## config.mk

```make
export PLATFORM = sky130hd
export DESIGN_NAME = lome_ctrl
export DESIGN_NICKNAME = d
export VERILOG_FILES = /design/src/design/lome_pkg.sv /design/src/design/lome_ctrl.sv
export SDC_FILE = /design/constraint.sdc
export NUM_CORES = 1
export LEC_CHECK = 0
export BUFFER_PORTS_ARGS = -buffer_cell sky130_fd_sc_hd__buf_2
export CAP_MARGIN = 20
export CORE_AREA = 2 2 39 41
export DETAILED_ROUTE_END_ITERATION = 6
export DIE_AREA = 0 0 41 43
export GPL_ROUTABILITY_DRIVEN = 0
export GPL_TIMING_DRIVEN = 0
export PLACE_DENSITY_LB_ADDON = 0.15
export SYNTH_ARGS = -nofsm -noshare
export SYNTH_HDL_FRONTEND = slang
export SYNTH_SLANG_ARGS = --single-unit
```

## constraint.sdc

```tcl
create_clock -name clk_i -period 3.1 [get_ports clk_i]
set_input_delay 0.31 -clock clk_i [delete_from_list [all_inputs] [get_ports clk_i]]
set_output_delay 0.31 -clock clk_i [all_outputs]
set_load 0.05 [all_outputs]
```

## src/design/lome_pkg.sv

```systemverilog
// Package: shared types and constants for the limit order matching engine.
package lome_pkg;

  localparam int unsigned TraderW = 32;
  localparam int unsigned QtyW    = 32;
  localparam int unsigned PriceW  = 24;
  localparam int unsigned ValueW  = 57;

  localparam logic CurUah = 1'b0;
  localparam logic CurUsd = 1'b1;

  typedef enum logic [2:0] {
    ST_IDLE,
    ST_REJECT,
    ST_CHECK,
    ST_MUL,
    ST_EMIT,
    ST_POP
  } state_e;

  typedef struct packed {
    logic       load;
    logic       insert;
    logic       calc;
    logic       mul;
    logic       pop;
    logic       emit;
    logic       reject;
    logic [1:0] phase;
  } cmd_t;

  typedef struct packed {
    logic is_buy;
    logic side_full;
    logic crossed;
    logic out_busy;
  } sts_t;

endpackage

```

## src/design/lome_ctrl.sv

```systemverilog
// Controller: sequences insertion, match checks, trades and result emission.
module lome_ctrl
  import lome_pkg::*;
(
  input  logic clk_i,
  input  logic rst_ni,
  input  logic s_axis_tvalid,
  output logic s_axis_tready,
  input  sts_t sts_i,
  output cmd_t cmd_o
);

  state_e     state_q, state_d;
  logic [1:0] phase_q, phase_d;

  always_ff @(posedge clk_i or negedge rst_ni) begin
    if (!rst_ni) begin
      state_q <= ST_IDLE;
      phase_q <= '0;
    end else begin
      state_q <= state_d;
      phase_q <= phase_d;
    end
  end

  always_comb begin
    state_d       = state_q;
    phase_d       = phase_q;
    cmd_o         = '0;
    cmd_o.phase   = phase_q;
    s_axis_tready = 1'b0;
    case (state_q)
      ST_IDLE: begin
        s_axis_tready = 1'b1;
        if (s_axis_tvalid) begin
          cmd_o.load = 1'b1;
          state_d    = ST_REJECT;
        end
      end
      ST_REJECT: begin
        if (sts_i.side_full) begin
          if (!sts_i.out_busy) begin
            cmd_o.reject = 1'b1;
            state_d      = ST_IDLE;
          end
        end else begin
          cmd_o.insert = 1'b1;
          state_d      = ST_CHECK;
        end
      end
      ST_CHECK: begin
        if (sts_i.crossed) begin
          cmd_o.calc = 1'b1;
          state_d    = ST_MUL;
        end else begin
          state_d = ST_IDLE;
        end
      end
      ST_MUL: begin
        cmd_o.mul = 1'b1;
        phase_d   = '0;
        state_d   = ST_EMIT;
      end
      ST_EMIT: begin
        if (!sts_i.out_busy) begin
          cmd_o.emit = 1'b1;
          phase_d    = phase_q + 2'd1;
          if (phase_q == 2'd3) state_d = ST_POP;
        end
      end
      ST_POP: begin
        cmd_o.pop = 1'b1;
        state_d   = ST_CHECK;
      end
      default: state_d = ST_IDLE;
    endcase
  end

endmodule

```

==> results by group <==
Synth
  – Ys flop type: dfrtp_1
  – Sequential cell area fraction in the yosys report: 33.90%
  – Post-Synth Adder-Cell Area: 3.390%
  – Synth Area in Compound Gates: 15.59%
  – Distinct cells, synth: 23
  – Post-synth ARST share: 100.0%
  – Post-synth top area cell: dfrtp_1
  – Multiplexer area fraction after synthesis: 0%
  – Ranking of synthesized cells by area: dfrtp_1 34%, nor3b_2 6.8%, buf_6 6.1%
  – Mean Syn Cell Area: 9.713 um^2
  – YS warnings: 0
  – XOR/XNOR Fraction of Synth Area: 0%
  – Post-synth top area share: 33.90%
  – Mapped Area: 369.1 um^2
  – Post-synth EDFFs: 0
  – Cells after Synth: 38
  – Syn_nets: 46
  – Post-Synth Simple-Gate Area: 37.97%
  – Count of state elements after synthesis: 5
  – Largest family of logic cells by synthesized area: simple AND/OR/NAND/NOR gates

Critical path
  – Reg2reg start: state_q[1]$_DFFE_PN0P_
  – Crit path kind: flop to primary output
  – WP data arrival: 1460 ps
  – Crit path required time: 2790 ps
  – Worst setup startpoint: state_q[1]$_DFFE_PN0P_
  – CP Max Fanout: 8
  – Crit start category: flop
  – Critical Path Sink Type: primary output

Place
  – Pre-CTS setup slack: 1582 ps
  – Placed wire-length estimate: 601.9 um
  – Placed insts: 69
  – Port Buf Inserts: 15
  – Area post-placement: 464.2 um^2

Timing
  – Worst slew pin tran: 338.5 ps
  – Slew HR: 77.38%
  – Max frequency: 566.3 MHz
  – RSZ-0062 raised after global routing: no
  – TNS Setup: 0 ps
  – Final Cycle Share: 56.96%
  – Setup ws final: 1334 ps
  – Fin Clk Skew: 6.212 ps
  – Minimum clock period: 1766 ps
  – # setup viols final: 0
  – Final Hold Viols: 0
  – Slew Viols, Final: 0

Global route
  – Total track usage: 11.96%
  – Total grt overflow: 0
  – First-pass GRT wire length: 1386 um
  – Vias in the first global route: 312
  – Largest net degree at the start of global routing: 11
  – Initial antenna violation count: 0

Pwr
  – Sw Share: 54.88%
  – LEAKAGE: 0.2427 nW
  – Pint: 256.5 uW
  – Pwr/cell area: 1136 nW/um^2
  – Final Total Pwr: 568.5 uW
  – Clock share of power: 13.4%
  – Net Sw Power: 312.0 uW
  – Sequential share of power: 21.3%
  – Maximum vdd ir drop: 0.3131 mV
  – Combinational share of power: 65.3%

Final layout
  – Final-stage net count: 67
  – Final-layout fill cell count: 147
  – Cell Count, Final, Fillers Out: 74
  – Final Instance Area: 500.5 um^2
  – Area growth syn-to-layout: 35.59%
  – Share of layout cells above drive strength 1: 46.55%
  – N_diodes: 0

Outcome
  – Outcome: complete, no violations

Min path
  – HP Class: input pin to flop
  – HP Start: s_axis_tvalid

Clocking
  – Total clock sinks: 5
  – Clk_lat worst skew: 240 ps
  – Inserted Clock Buffers: 3
  – CTS resizes: 0
  – Clk buf depth: 2
  – TritonCTS clock tree: built
  – Post CTS Setup Buffer Count: 0
  – CTS root buf: clkbuf_4
  – H-tree Lvls: 1
  – Clock-pin slew on the worst setup and hold paths: 50 ps

Detailed routing
  – Drt pass-1 iters: 4
  – Post-DR vias/cell: 4.824
  – Post-route ant nets: 0
  – Routed wire length: 785 um
  – Iter 0 DRT Violations: 9
  – Drt drc: 0
  – Total number of vias: 357
  – Drt wl/cell: 10.61 um

Floorplan
  – Core ar.: 1384 um^2
  – I/O pin count: 17
  – Die W: 41 um
  – # rows: 14
  – Die H: 43 um
  – Die area: 1763 um^2
  – Starting Density: 26.67%

Flow run
  – # Max-Cap Violations: 0
[sequential cells by signal, indices dropped and copies added (netlist names)]
name     count
phase_q      2
state_q      3
[cell families (layout without fill, tap and decap cells)]
logic type,count (synthesis),in the layout
fa+ha+maj,1,1
buf+inv,5,25
compound gates,7,7
flops,5,5
simple gates,20,20
[per-layer routing]
metal / GRT usage (%) / share of wire, % / vias up
li1: - / - / 178
met1: 15.16 / 46 / 168
met2: 15.94 / 47 / 11
met3: 7.853 / 6.9 / 0
met4: 4.000 / 0 / 0
met5: 0 / 0 / -
[cell usage after synthesis (2+ instances only)]
| master | number |
|---|---|
| nor4b_1 | 2 |
| nand2_1 | 3 |
| nor3_1 | 2 |
| nor2b_1 | 2 |
| nor2_1 | 3 |
| dfrtp_1 | 5 |
| buf_6 | 2 |
| inv_1 | 2 |
| nor3b_2 | 2 |
| a221oi_1 | 2 |
[repair_timing]
action                                 CTS  global route
hold buffers                             1             0
setup endpoints to repair                0             0
endpoints found under the hold margin    5             0
[worst max-delay path, cell delays in order (launching register included)]
cell	delay [ps]
dfrtp_1	470
nor4b_2	420
buf_2	330
[worst paths after layout]
check / endpoint / slack, ps / cells after the start
min in group asynchronous: state_q[0]$_DFFE_PN0P_ / 410 / 2
min reg2reg: phase_q[0]$_DFFE_PN0P_ / 540 / 1
max: cmd_o[3] / 1330 / 2
max in group asynchronous: state_q[2]$_DFFE_PN0P_ / 2560 / 2
max reg2reg: phase_q[1]$_DFFE_PN0P_ / 1930 / 2
min: state_q[0]$_DFFE_PN0P_ / 320 / 3
[per-stage QoR]
step           util [%]  hold WS [ps]
5_1_grt           36.17         312.6
3_5_place_dp      33.54         136.4
6_report          36.17         315.4
4_1_cts           36.17         306.6
2_1_floorplan         -         14.41
3_3_place_gp      33.54         135.1
[cells in the final DEF (no fill, tap or decap)]
| cell type | count |
|---|---|
| clkbuf_1 | 1 |
| and2_1 | 1 |
| and3_1 | 1 |
| inv_2 | 1 |
| nor2b_1 | 2 |
| nor2_1 | 3 |
| o21bai_1 | 1 |
| ha_1 | 1 |
| nor4b_2 | 1 |
| nand2b_4 | 1 |
| nand2b_1 | 1 |
| nor3_1 | 2 |
| nand2_1 | 3 |
| clkbuf_4 | 3 |
| a221oi_1 | 2 |
| o21ai_0 | 1 |
| buf_2 | 15 |
| nand3_1 | 1 |
| nor4b_1 | 2 |
| nor3b_2 | 2 |
| inv_1 | 2 |
| dlygate4sd3_1 | 1 |
| dfrtp_1 | 5 |
| o2bb2a_2 | 1 |
| a22oi_1 | 1 |
| buf_6 | 2 |
| o21ai_2 | 1 |
[power groups by stage]
stage	sequential, mW	combinational (mW)	clock, mW
2_1_floorplan	0.148	0.274	0
3_3_place_gp	0.122	0.373	0
3_5_place_dp	0.123	0.373	0
4_1_cts	0.122	0.375	0.0809
5_1_grt	0.127	0.402	0.0868
6_report	0.121	0.371	0.0762
[layout make-up]
type | count | area, um^2 | share of cell area, %
Sequential cell | 5 | 125.1 | 25.00
Inverter | 3 | 11.26 | 2.250
Timing Repair Buffer | 16 | 85.08 | 17.00
Tap cell | 16 | 20.02 | 4.000
Multi-Input combinational cell | 28 | 210.2 | 42.00
Clock buffer | 4 | 26.28 | 5.250
Buffer | 2 | 22.52 | 4.500
Power figures use the tool's default switching activity.
